[src/sv/int_to_text_any_radix_defines.svh]
// Assertion macros shared by the modules of the integer to text converter.
`ifndef INT_TO_TEXT_ANY_RADIX_DEFINES_SVH
`define INT_TO_TEXT_ANY_RADIX_DEFINES_SVH

// Checked on every rising edge of i_clk, and switched off while reset is low.
`define ITAR_ASSERT(lbl, prop, msg) \
    lbl: assert property (@(posedge i_clk) disable iff (!i_rst_n) (prop)) else $error(msg);

// Checked on every rising edge of i_clk, reset included.
`define ITAR_ASSERT_ALWAYS(lbl, prop, msg) \
    lbl: assert property (@(posedge i_clk) (prop)) else $error(msg);

`endif

[src/sv/itar_pkg.sv]
`default_nettype none

package itar_pkg;

    localparam int WORD_BITS  = 32;
    localparam int CHUNK_BITS = 8;
    localparam int CHUNKS     = (WORD_BITS + CHUNK_BITS - 1) / CHUNK_BITS;
    localparam int STEP_BITS  = (CHUNKS > 1) ? $clog2(CHUNKS) : 1;
    localparam int IDX_BITS   = $clog2(WORD_BITS);
    localparam int CNT_BITS   = $clog2(WORD_BITS + 1);
    localparam int RADIX_BITS = 6;
    localparam int CHAR_BITS  = 8;

    localparam logic [RADIX_BITS-1:0] RADIX_RESET = 6'd10;
    localparam logic [RADIX_BITS-1:0] RADIX_MIN   = 6'd2;
    localparam logic [RADIX_BITS-1:0] RADIX_MAX   = 6'd36;

    localparam logic [CHAR_BITS-1:0] CHAR_ZERO      = 8'd48;
    localparam logic [CHAR_BITS-1:0] CHAR_LETTER_A  = 8'd65;
    localparam logic [CHAR_BITS-1:0] CHAR_MINUS     = 8'd45;
    localparam logic [CHAR_BITS-1:0] DECIMAL_DIGITS = 8'd10;

    typedef struct packed {
        logic load;
        logic div_step;
        logic div_first;
        logic div_last;
        logic emit_sign;
        logic emit_digit;
    } t_cmd;

    typedef struct packed {
        logic q_zero;
        logic neg;
        logic idx_zero;
        logic out_free;
    } t_sts;

    function automatic logic [CHAR_BITS-1:0] digit_to_ascii(input logic [RADIX_BITS-1:0] d);
        logic [CHAR_BITS-1:0] dw;
        dw = CHAR_BITS'(d);
        if (dw < DECIMAL_DIGITS) begin
            return CHAR_ZERO + dw;
        end
        return CHAR_LETTER_A + (dw - DECIMAL_DIGITS);
    endfunction

endpackage

`default_nettype wire

[src/sv/itar_ctrl.sv]
`default_nettype none

`include "int_to_text_any_radix_defines.svh"

module itar_ctrl
    import itar_pkg::*;
(
    input  wire logic i_clk,
    input  wire logic i_rst_n,
    input  wire logic i_in_valid,
    output logic      o_in_ready,
    output t_cmd      o_cmd,
    input  t_sts      i_sts
);

    typedef enum logic [1:0] {
        S_IDLE,
        S_DIV,
        S_SIGN,
        S_EMIT
    } t_state;

    t_state               r_state, n_state;
    logic [STEP_BITS-1:0] r_step, n_step;
    logic                 step_last;

    assign step_last  = (r_step == STEP_BITS'(CHUNKS - 1));
    assign o_in_ready = (r_state == S_IDLE);

    always_comb begin
        o_cmd            = '0;
        o_cmd.load       = (r_state == S_IDLE) && i_in_valid;
        o_cmd.div_step   = (r_state == S_DIV);
        o_cmd.div_first  = (r_state == S_DIV) && (r_step == '0);
        o_cmd.div_last   = (r_state == S_DIV) && step_last;
        o_cmd.emit_sign  = (r_state == S_SIGN) && i_sts.out_free;
        o_cmd.emit_digit = (r_state == S_EMIT) && i_sts.out_free;
    end

    always_comb begin
        n_state = r_state;
        n_step  = r_step;
        case (r_state)
            S_IDLE: begin
                n_step = '0;
                if (i_in_valid) begin
                    n_state = S_DIV;
                end
            end
            S_DIV: begin
                n_step = r_step + 1'b1;
                if (step_last) begin
                    n_step = '0;
                    if (i_sts.q_zero) begin
                        n_state = i_sts.neg ? S_SIGN : S_EMIT;
                    end
                end
            end
            S_SIGN: begin
                if (i_sts.out_free) begin
                    n_state = S_EMIT;
                end
            end
            S_EMIT: begin
                if (i_sts.out_free && i_sts.idx_zero) begin
                    n_state = S_IDLE;
                end
            end
            default: begin
                n_state = S_IDLE;
                n_step  = '0;
            end
        endcase
    end

    always_ff @(posedge i_clk) begin
        if (!i_rst_n) begin
            r_state <= S_IDLE;
            r_step  <= '0;
        end else begin
            r_state <= n_state;
            r_step  <= n_step;
        end
    end

    `ITAR_ASSERT(a_accept_starts_div, (i_in_valid && o_in_ready) |=> (r_state == S_DIV), "accepted beat did not start division")
    `ITAR_ASSERT(a_emit_needs_room, (o_cmd.emit_sign || o_cmd.emit_digit) |-> i_sts.out_free, "character emitted while output register busy")
    `ITAR_ASSERT(a_final_digit_idles, (o_cmd.emit_digit && i_sts.idx_zero) |=> (r_state == S_IDLE), "no return to idle after final character")

endmodule

`default_nettype wire

[src/sv/itar_dp.sv]
`default_nettype none

`include "int_to_text_any_radix_defines.svh"

module itar_dp
    import itar_pkg::*;
(
    input  wire logic                  i_clk,
    input  wire logic                  i_rst_n,
    input  wire logic [WORD_BITS-1:0]  i_value,
    input  wire logic                  i_cfg_valid,
    input  wire logic [RADIX_BITS-1:0] i_cfg_data,
    input  t_cmd                       i_cmd,
    output t_sts                       o_sts,
    output logic                       o_out_valid,
    input  wire logic                  i_out_ready,
    output logic [CHAR_BITS-1:0]       o_out_char,
    output logic                       o_out_last
);

    logic [RADIX_BITS-1:0] r_radix;
    logic [RADIX_BITS-1:0] base;
    logic [WORD_BITS-1:0]  r_q, n_q;
    logic [RADIX_BITS-1:0] r_rem;
    logic                  r_neg;
    logic [CNT_BITS-1:0]   r_cnt;
    logic [IDX_BITS-1:0]   r_idx;
    logic [RADIX_BITS-1:0] r_digits [WORD_BITS];
    logic                  r_out_valid;
    logic [CHAR_BITS-1:0]  r_out_char;
    logic                  r_out_last;

    logic [WORD_BITS-1:0]  magnitude;
    logic [CHUNK_BITS-1:0] chunk;
    logic [CHUNK_BITS-1:0] qbits;
    logic [RADIX_BITS:0]   rem;
    logic                  out_free;

    always_comb begin
        if (r_radix < RADIX_MIN) begin
            base = RADIX_MIN;
        end else if (r_radix > RADIX_MAX) begin
            base = RADIX_MAX;
        end else begin
            base = r_radix;
        end
    end

    assign magnitude = i_value[WORD_BITS-1] ? (WORD_BITS'(0) - i_value) : i_value;

    // Restoring long division of the top chunk of the quotient register.
    always_comb begin
        chunk = r_q[WORD_BITS-1 -: CHUNK_BITS];
        rem   = i_cmd.div_first ? '0 : {1'b0, r_rem};
        qbits = '0;
        for (int i = 0; i < CHUNK_BITS; i++) begin
            rem = {rem[RADIX_BITS-1:0], chunk[CHUNK_BITS-1-i]};
            if (rem >= {1'b0, base}) begin
                rem = rem - {1'b0, base};
                qbits[CHUNK_BITS-1-i] = 1'b1;
            end
        end
        n_q = (r_q << CHUNK_BITS) | WORD_BITS'(qbits);
    end

    assign out_free       = !r_out_valid || i_out_ready;
    assign o_sts.q_zero   = (n_q == '0);
    assign o_sts.neg      = r_neg;
    assign o_sts.idx_zero = (r_idx == '0);
    assign o_sts.out_free = out_free;

    always_ff @(posedge i_clk) begin
        if (!i_rst_n) begin
            r_radix     <= RADIX_RESET;
            r_q         <= '0;
            r_neg       <= 1'b0;
            r_cnt       <= '0;
            r_out_valid <= 1'b0;
        end else begin
            if (i_cfg_valid) begin
                r_radix <= i_cfg_data;
            end
            if (i_cmd.load) begin
                r_q   <= magnitude;
                r_neg <= i_value[WORD_BITS-1];
                r_cnt <= '0;
            end else if (i_cmd.div_step) begin
                r_q <= n_q;
                if (i_cmd.div_last) begin
                    r_cnt <= r_cnt + 1'b1;
                end
            end
            if (i_cmd.emit_sign || i_cmd.emit_digit) begin
                r_out_valid <= 1'b1;
            end else if (i_out_ready) begin
                r_out_valid <= 1'b0;
            end
        end
    end

    always_ff @(posedge i_clk) begin
        if (i_cmd.div_step) begin
            r_rem <= rem[RADIX_BITS-1:0];
        end
        if (i_cmd.div_last) begin
            r_digits[r_cnt[IDX_BITS-1:0]] <= rem[RADIX_BITS-1:0];
            if (n_q == '0) begin
                r_idx <= r_cnt[IDX_BITS-1:0];
            end
        end
        if (i_cmd.emit_sign) begin
            r_out_char <= CHAR_MINUS;
            r_out_last <= 1'b0;
        end else if (i_cmd.emit_digit) begin
            r_out_char <= digit_to_ascii(r_digits[r_idx]);
            r_out_last <= (r_idx == '0);
            r_idx      <= r_idx - 1'b1;
        end
    end

    assign o_out_valid = r_out_valid;
    assign o_out_char  = r_out_char;
    assign o_out_last  = r_out_last;

    `ITAR_ASSERT(a_count_bound, r_cnt <= CNT_BITS'(WORD_BITS), "digit count beyond word width")

endmodule

`default_nettype wire

[src/sv/int_to_text_any_radix.sv]
// Converts one signed 32-bit integer per input beat into ASCII text, one character per beat.
// Each digit takes a pass over every chunk; the divider retires eight quotient bits per cycle.
// The first character is the minus sign when the value is negative.
// A new integer is taken only after the final character is registered.
// Reset is synchronous and active low; it idles the controller and sets the radix to ten.
`default_nettype none

module int_to_text_any_radix
    import itar_pkg::*;
(
    input  wire logic                  i_clk,
    input  wire logic                  i_rst_n,
    input  wire logic                  s_axis_tvalid,
    output logic                       s_axis_tready,
    input  wire logic [WORD_BITS-1:0]  s_axis_tdata,  // [31:0] value
    output logic                       m_axis_tvalid,
    input  wire logic                  m_axis_tready,
    output logic [CHAR_BITS-1:0]       m_axis_tdata,  // [7:0] character
    output logic                       m_axis_tlast,
    input  wire logic                  i_cfg_valid,
    output logic                       o_cfg_ready,
    input  wire logic [RADIX_BITS-1:0] i_cfg_data
);

    t_cmd cmd;
    t_sts sts;

    assign o_cfg_ready = 1'b1;

    itar_ctrl u_ctrl (
        .i_clk      (i_clk),
        .i_rst_n    (i_rst_n),
        .i_in_valid (s_axis_tvalid),
        .o_in_ready (s_axis_tready),
        .o_cmd      (cmd),
        .i_sts      (sts)
    );

    itar_dp u_dp (
        .i_clk       (i_clk),
        .i_rst_n     (i_rst_n),
        .i_value     (s_axis_tdata),
        .i_cfg_valid (i_cfg_valid),
        .i_cfg_data  (i_cfg_data),
        .i_cmd       (cmd),
        .o_sts       (sts),
        .o_out_valid (m_axis_tvalid),
        .i_out_ready (m_axis_tready),
        .o_out_char  (m_axis_tdata),
        .o_out_last  (m_axis_tlast)
    );

endmodule

`default_nettype wire

[config.mk]
export PLATFORM = sky130hd
export DESIGN_NAME = int_to_text_any_radix
export DESIGN_NICKNAME = d
export VERILOG_FILES = /design/src/sv/itar_pkg.sv /design/src/sv/itar_ctrl.sv /design/src/sv/itar_dp.sv /design/src/sv/int_to_text_any_radix.sv
export VERILOG_INCLUDE_DIRS = /design/src /design/src/sv
export SDC_FILE = /design/constraint.sdc
export NUM_CORES = 1
export LEC_CHECK = 0
export ABC_AREA = 1
export BUFFER_PORTS_ARGS = -buffer_cell sky130_fd_sc_hd__buf_2
export CAP_MARGIN = 20
export CORE_UTILIZATION = 40
export CTS_CLUSTER_DIAMETER = 150
export DETAILED_ROUTE_END_ITERATION = 8
export GPL_TIMING_DRIVEN = 0
export PLACE_DENSITY = 0.62
export SLEW_MARGIN = 20
export SYNTH_ARGS = -nofsm -noshare
export SYNTH_HDL_FRONTEND = slang
export SYNTH_SLANG_ARGS = --single-unit
[constraint.sdc]
create_clock -name i_clk -period 15.6 [get_ports i_clk]
set_input_delay 0.78 -clock i_clk [delete_from_list [all_inputs] [get_ports i_clk]]
set_output_delay 0.78 -clock i_clk [all_outputs]
set_load 0.1 [all_outputs]
After elaboration in Yosys (flattened, before gate mapping) --
Memory sizes are Yosys's and may differ from the RTL's. A register that Yosys moved wholly into a read port is not among the register bits. Index checks and enable logic that the tools add are counted.
Operators by class: add/sub/neg operators 15, magnitude comparators 11, equality and inequality tests 9, muxes and demuxes 44, bitwise operators 2, reductions and logical operators 19
Operator list (count):
- $mux W32 | 3
- $mux W6 | 11
- $ge A7 B6 Y1 | 8
- $sub A6 B6 Y6 | 8
- $logic_not A32 Y1 | 1
- $or A32 B8 Y32 | 1
- $sub A1 B32 Y32 const A | 1
- $mux W5 | 4
- $mux W1 | 16
- $mux W8 | 2
- $mux W2 | 6
- $add A7 B8 Y8 const A | 1
- $pmux W2 S4 | 1
- $add A6 B6 Y7 const A | 1
- $sub A6 B4 Y7 const B | 1
- $add A6 B1 Y6 const B | 1
- $eq A2 B2 Y1 const B | 3
- $gt A6 B6 Y1 const B | 1
- $logic_and A1 B1 Y1 | 6
- $lt A6 B2 Y1 const B | 1
- $lt A6 B4 Y1 const B | 1
- $ne A2 B1 Y1 const B | 3
- $reduce_bool A2 Y1 | 3
- $logic_not A5 Y1 | 1
- other kinds (12) | 15
Storage, ports and cells: bits in registers 70, bits in writable memories 192, output and inout bits 12, memories 1
Memories:
- u_dp.r_digits | words 32, width 6, rd ports 1, clocked after Yosys merged registers in 1, wr ports 1, RTL line itar_dp.sv:28 | logic [RADIX_BITS-1:0] r_digits [WORD_BITS];

Logic depth before layout (Yosys ltp) --
depth after elaboration 25, depth in mapped cells 94

Cells and area by module --
Synthesis repeated with hierarchy kept, for this count alone.
Unflattened totals: cells, all modules 1616, area, all modules 14445.1 sq um
By module, submodules not included:
- itar_dp | instances 1, cells each 1550, area each 14038.5 sq um, sequential area each 7126.8 sq um
- itar_ctrl | instances 1, cells each 64, area each 395.4 sq um, sequential area each 80.1 sq um
- int_to_text_any_radix | instances 1, cells each 2, area each 11.3 sq um, sequential area each 0.0 sq um

Worst setup path before layout --
No wires, ideal clock.
path kind flip-flop to flip-flop, start point register u_dp.r_radix[5], end point memory u_dp.r_digits[0][0], data pin, setup time 0.367 ns, arrival time 13.420 ns, slack 1.813 ns, stages on the path, launching flop included 83, path buffers 3, clock period less this slack 13.787 ns, cell sequence dfxtp_1 -> inv_1 -> nor2_1 -> inv_1 -> a21oi_1 -> ha_1 -> nand2_1 -> o21ai_1 -> nand2_2 -> nand3_4 -> nand2_1 -> nand2_1 -> ha_1 -> a21oi_1 -> nor2_1 -> nor2_1 -> inv_1 -> a21oi_1 -> (+47 left out) -> nor2_1 -> a211oi_1 -> o31ai_1 -> a221oi_1 -> nand3_4 -> inv_2 -> o21ai_1 -> ha_1 -> a21oi_1 -> o21bai_1 -> a21oi_1 -> inv_1 -> a21oi_1 -> o21a_1 -> nand3_4 -> inv_2 -> buf_4 -> o21ai_1
Between the ends: cells in the longest elaborated chain, start to end 19
RTL lines:
- start: declaration | RTL line itar_dp.sv:21 | logic [RADIX_BITS-1:0] r_radix;
- start signal: assignment | RTL line itar_dp.sv:81 | r_radix <= i_cfg_data;
- $gt A6 B6 Y1 | RTL line itar_dp.sv:42 | end else if (r_radix > RADIX_MAX) begin
- $mux W6 | RTL line itar_dp.sv:42
- $mux W6 (*) | RTL line itar_dp.sv:40 | if (r_radix < RADIX_MIN) begin
- $sub A6 B6 Y6 or $ge A7 B6 Y1 (tied branches) | RTL line itar_dp.sv:59, itar_dp.sv:58
- $mux W6 | RTL line itar_dp.sv:58 | if (rem >= {1'b0, base}) begin
- $sub A6 B6 Y6 or $ge A7 B6 Y1 (tied branches) | RTL line itar_dp.sv:59, itar_dp.sv:58
- $mux W6 | RTL line itar_dp.sv:58
- $sub A6 B6 Y6 or $ge A7 B6 Y1 (tied branches) | RTL line itar_dp.sv:59, itar_dp.sv:58
- (+4 left out)
- $mux W6 | RTL line itar_dp.sv:58
- $sub A6 B6 Y6 or $ge A7 B6 Y1 (tied branches) | RTL line itar_dp.sv:59, itar_dp.sv:58
- $mux W6 | RTL line itar_dp.sv:58
- $ge A7 B6 Y1 or $sub A6 B6 Y6 (tied branches) | RTL line itar_dp.sv:58, itar_dp.sv:59
- $mux W6 | RTL line itar_dp.sv:58
- $ge A7 B6 Y1 | RTL line itar_dp.sv:58
- $mux W6 (*) | RTL line itar_dp.sv:58
- net u_dp.rem[0] | RTL line itar_dp.sv:36 | logic [RADIX_BITS:0] rem;
- end: declaration | RTL line itar_dp.sv:28
Mark *: on every way through the listed nets, which the timed path passes. The rest lies on a longest branch.

Worst setup path in the final report --
start point register u_ctrl.r_state[1], end point memory u_dp.r_digits[28][5], data pin
Between the ends: cells in the longest elaborated chain, start to end 19
RTL lines:
- start: declaration | RTL line itar_ctrl.sv:23 | t_state r_state, n_state;
- start signal: assignment | RTL line itar_ctrl.sv:81 | r_state <= n_state;
- $eq A2 B1 Y1 (*) | RTL line itar_ctrl.sv:34 | o_cmd.div_first = (r_state == S_DIV) && (r_step == '0);
- $logic_and A1 B1 Y1 (*) | RTL line itar_ctrl.sv:34
- $mux W6 (*) | RTL line itar_dp.sv:54 | rem = i_cmd.div_first ? '0 : {1'b0, r_rem};
- $sub A6 B6 Y6 or $ge A7 B6 Y1 (tied branches) | RTL line itar_dp.sv:59, itar_dp.sv:58
- $mux W6 (*) | RTL line itar_dp.sv:58
- $sub A6 B6 Y6 or $ge A7 B6 Y1 (tied branches) | RTL line itar_dp.sv:59, itar_dp.sv:58
- $mux W6 (*) | RTL line itar_dp.sv:58
- $sub A6 B6 Y6 or $ge A7 B6 Y1 (tied branches) | RTL line itar_dp.sv:59, itar_dp.sv:58
- (+4 left out)
- $mux W6 (*) | RTL line itar_dp.sv:58
- $ge A7 B6 Y1 or $sub A6 B6 Y6 (tied branches) | RTL line itar_dp.sv:58, itar_dp.sv:59
- $mux W6 (*) | RTL line itar_dp.sv:58
- $sub A6 B6 Y6 or $ge A7 B6 Y1 (tied branches) | RTL line itar_dp.sv:59, itar_dp.sv:58
- $mux W6 (*) | RTL line itar_dp.sv:58
- $sub A6 B6 Y6 or $ge A7 B6 Y1 (tied branches) | RTL line itar_dp.sv:59, itar_dp.sv:58
- $mux W6 (*) | RTL line itar_dp.sv:58
- net u_dp.rem[5] | RTL line itar_dp.sv:36
Marked as above.

==> impl_summary.md <==
Clocking
The CTS tree is done. The number of clock buffers inserted by TritonCTS is 28. The later pin in the worst-skew pair is clocked with a latency of 0.57 ns.

The library cell used as clock root buffer is sky130_fd_sc_hd__clkbuf_16. Buffers inserted to repair hold after CTS numbered 0. The depth of the CTS H-tree is 1. Clock-pin slew was measured on the worst setup and hold paths at 0.06 ns. The maximum count of clock buffers along a single path is 3. The number of clock sinks is 261.

Logic synthesis
Synthesis produced 1,634 cells. The number of warnings issued by yosys is 0. The mean area per synthesized cell is 8.863 um^2. Sequential cells were found to cover 49.76% of the synthesized design area.

The synthesized design contains 198 enable-type register cells. In the synthesized netlist the dominant register cell turns out to be sky130_fd_sc_hd__edfxtp_1. Synthesis produced a netlist with a net count of 1,751. The cell area that synthesis handed to floorplanning was 0.01448 mm^2. For this run, asynchronously set or reset flops after synthesis account for 0%.

In this run, synthesis produced a sequential element count of 261. Synthesis instantiated 51 different standard cells from the library.

Drt
The average wire length per cell after detail routing is 19.37 um. The routed layout has 12,100 vias. Summed over all layers, the routed wires come to 42,920 um. Once detail routing completed, the nets flagged for antenna violations numbered 0.

In this run, the number of DRC markers left after iteration 0 of detailed routing was 917. The number of design rule violations left after detail routing is 0. The first detailed-routing pass ran for 5 iterations. The number of vias per cell is 5.461.

Floorplanning
The floorplan step defined a core boundary enclosing 0.03557 mm^2. Row generation in the floorplan step produced 69 rows. The die covers 0.03697 mm^2. From left edge to right edge, the die measures 192.3 um.

For this configuration, the core starts out at a cell density of 40.72%. The I/O pin count is 55. The chip height is 192.3 um.

Setup path
The slowest cell on the critical path is sky130_fd_sc_hd__ha_1. STA classifies the critical path endpoint as a flop. Of all nets on the critical path, the largest fanout is 20.

The start point of the critical path is u_ctrl.r_state[1]. The type of origin of the critical path is a flop. On the worst path, the slowest cell contributes a delay of 0.38 ns. For the worst setup path, the data required time is 15.89 ns.

The startpoint of the worst-slack reg-to-reg timing path is u_ctrl.r_state[1]. The most common cell type on the critical path is sky130_fd_sc_hd__nand2_1. The setup path with the least slack is of type flop to flop. Data arrives at the worst endpoint at 14.66 ns.

Flow run
Max-cap violations in this run came to 0.

STA
The hold violation count in the final report came to 0. Of the available clock period, the critical path in the final layout requires 92.13%. The shortest period the worst path allows is 14.37 ns. The number of slew-limit violations in the final report was 0. The transition time of the tightest slew-check pin is 1.016 ns. The highest attainable clock frequency is 0.06958 GHz. The final setup skew is 0.03245 ns. Setup violations remaining at the end of the flow were counted as 0. The worst max-slew margin expressed relative to the limit is 31.57%.

Cells and area
The area growth from synthesis to layout is 14.42%. For this run, the post-layout net count is 1,847. The post-route netlist has 10.84% of its cells at a drive strength greater than 1. Across the whole layout, storage elements account for 0.007207 mm^2. The filler cells instantiated in the layout total 3,446. The top cell types in the final layout, fill and taps aside, are 267 x sky130_fd_sc_hd__nand2_1, 218 x sky130_fd_sc_hd__nor2_1, 198 x sky130_fd_sc_hd__edfxtp_1.

The final design instance area without fill is 0.01657 mm^2. The area taken by multi-input logic gates is 0.006524 mm^2. The most common cell after layout, fill and taps aside is sky130_fd_sc_hd__nand2_1.

GRT
The number of antenna violations at the first check in global routing came to 3. The first global-routing pass estimated 65,910 um of wire. The overall fraction of global-route tracks in use is 23.47%.

After global routing the overflow that remains totals 0. The maximum number of pins on one net before global-route repair is 34. The number of global-route vias before repair is 11,640.

Placed design
The congestion estimate from routability-driven global placement came to 0.8825. The standard cell area after detailed placement is 0.01551 mm^2. The detailed-placement wirelength estimate is 30,910 um. In this run the tool buffered the top-level ports with 53 buffer cells.

Worst hold path
In this run the most critical hold path is launched from u_dp.o_out_char[7]. The kind of path behind the tightest hold check is flop to flop.

Outcome
The flow ran to the end, and the final reports show no timing, DRC or antenna violations.
[worst max-delay path: cells and delay by family, from the launching register on]
kind | cells | cell delay [ns]
AO/OA/AOI/OAI | 31 | 5.71
adder cells (fa/ha/maj) | 9 | 2.81
buffers and inverters | 17 | 2.07
flip-flops | 1 | 0.37
AND/OR/NAND/NOR | 28 | 3.06
[final timing paths]
kind	end	slack [ns]	cells after the start
max	u_dp.r_digits[28][5]	1.23	85
min	u_dp.o_out_char[7]	0.45	2
max reg2reg	u_dp.r_digits[28][5]	1.23	85
min reg2reg	u_dp.o_out_char[7]	0.45	2
[stage by stage]
| stage | instances | utilization [%] | setup WS, ns | TNS (ns) | hold slack [ns] |
|---|---|---|---|---|---|
| after detailed placement | 2155 | 43.60 | -0.7330 | -36.90 | 0.4426 |
| after global placement | 2148 | 43.08 | -1.863 | -299.39 | 0.4417 |
| after global routing | 2216 | 46.59 | -0.04523 | -0.7148 | 0.4874 |
| after floorplan | 1634 | - | 1.813 | 0 | 0.4501 |
| final | 2216 | 46.59 | 1.228 | 0 | 0.4537 |
| after CTS | 2207 | 46.08 | 0.009459 | 0 | 0.4520 |
[cell type report]
cell class,instances,area share (%)
plain buffers,60,1.548
multi-input cells,1138,39.37
flip-flops and latches,261,43.49
well taps,461,3.481
repair buffers,66,2.816
clock buffers,33,4.342
diodes,3,0.04530
clock inverters,19,0.8985
inverters,175,4.009
[sequential cells by signal (all words and copies together), names as in the netlist, 2 cells and up]
register and flops:
u_dp.r_cnt 5, u_dp.o_out_char 8, u_dp.r_rem 6, u_ctrl.r_step 2, u_dp.r_radix 6, u_dp.r_digits 192
u_ctrl.r_state 2, u_dp.r_idx 5, u_dp.r_q 32
[Yosys cell counts (all sizes together) (3+ instances only)]
cell	n	area share, %
nand2	282	7.7
nor2	228	6.3
edfxtp	198	41
o21ai	185	6.4
inv	170	4.4
nand3	89	3.8
ha	66	5.7
dfxtp	63	8.7
a21oi	57	2.0
clkbuf	52	1.3
o22ai	37	1.6
a31oi	35	1.5
nand4	21	0.95
xor2	21	1.3
nor3	18	0.70
o221ai	18	1.1
xnor2	15	0.91
or2	12	0.52
nor4	10	0.43
o211ai	9	0.47
buf	8	0.42
fa	8	1.1
o21bai	6	0.31
clkinv	5	0.14
a211oi	3	0.16
a21o	3	0.16
o21a	3	0.16
[layer usage]
metal,vias up,routed length [um],track usage [%]
li1,5860,-,-
met1,5746,18160,30.27
met2,425,21070,40.58
met3,70,2654,3.110
met4,0,1035,7.511
met5,-,0,0
[cell families after synthesis]
logic type | after synthesis | synth area share [%]
AND/OR/NAND/NOR | 663 | 20.60
AO/OA/AOI/OAI | 364 | 14.32
flip-flops | 261 | 49.76
buffers and inverters | 235 | 6.315
adder cells (fa/ha/maj) | 74 | 6.808
XOR/XNOR | 36 | 2.177
other | 1 | 0.02589
[repair_timing]
action / 4_1_cts / 5_1_grt
buffers inserted: 0 / 6
gates resized for setup: 4 / 19
pin swaps: 0 / 4
hold endpoints to repair: 0 / 0
setup endpoints to repair: 184 / 206
Power is left out: the tool's default activity adds up to more than one toggle a clock period on the data nets, which glitch-free logic cannot reach.
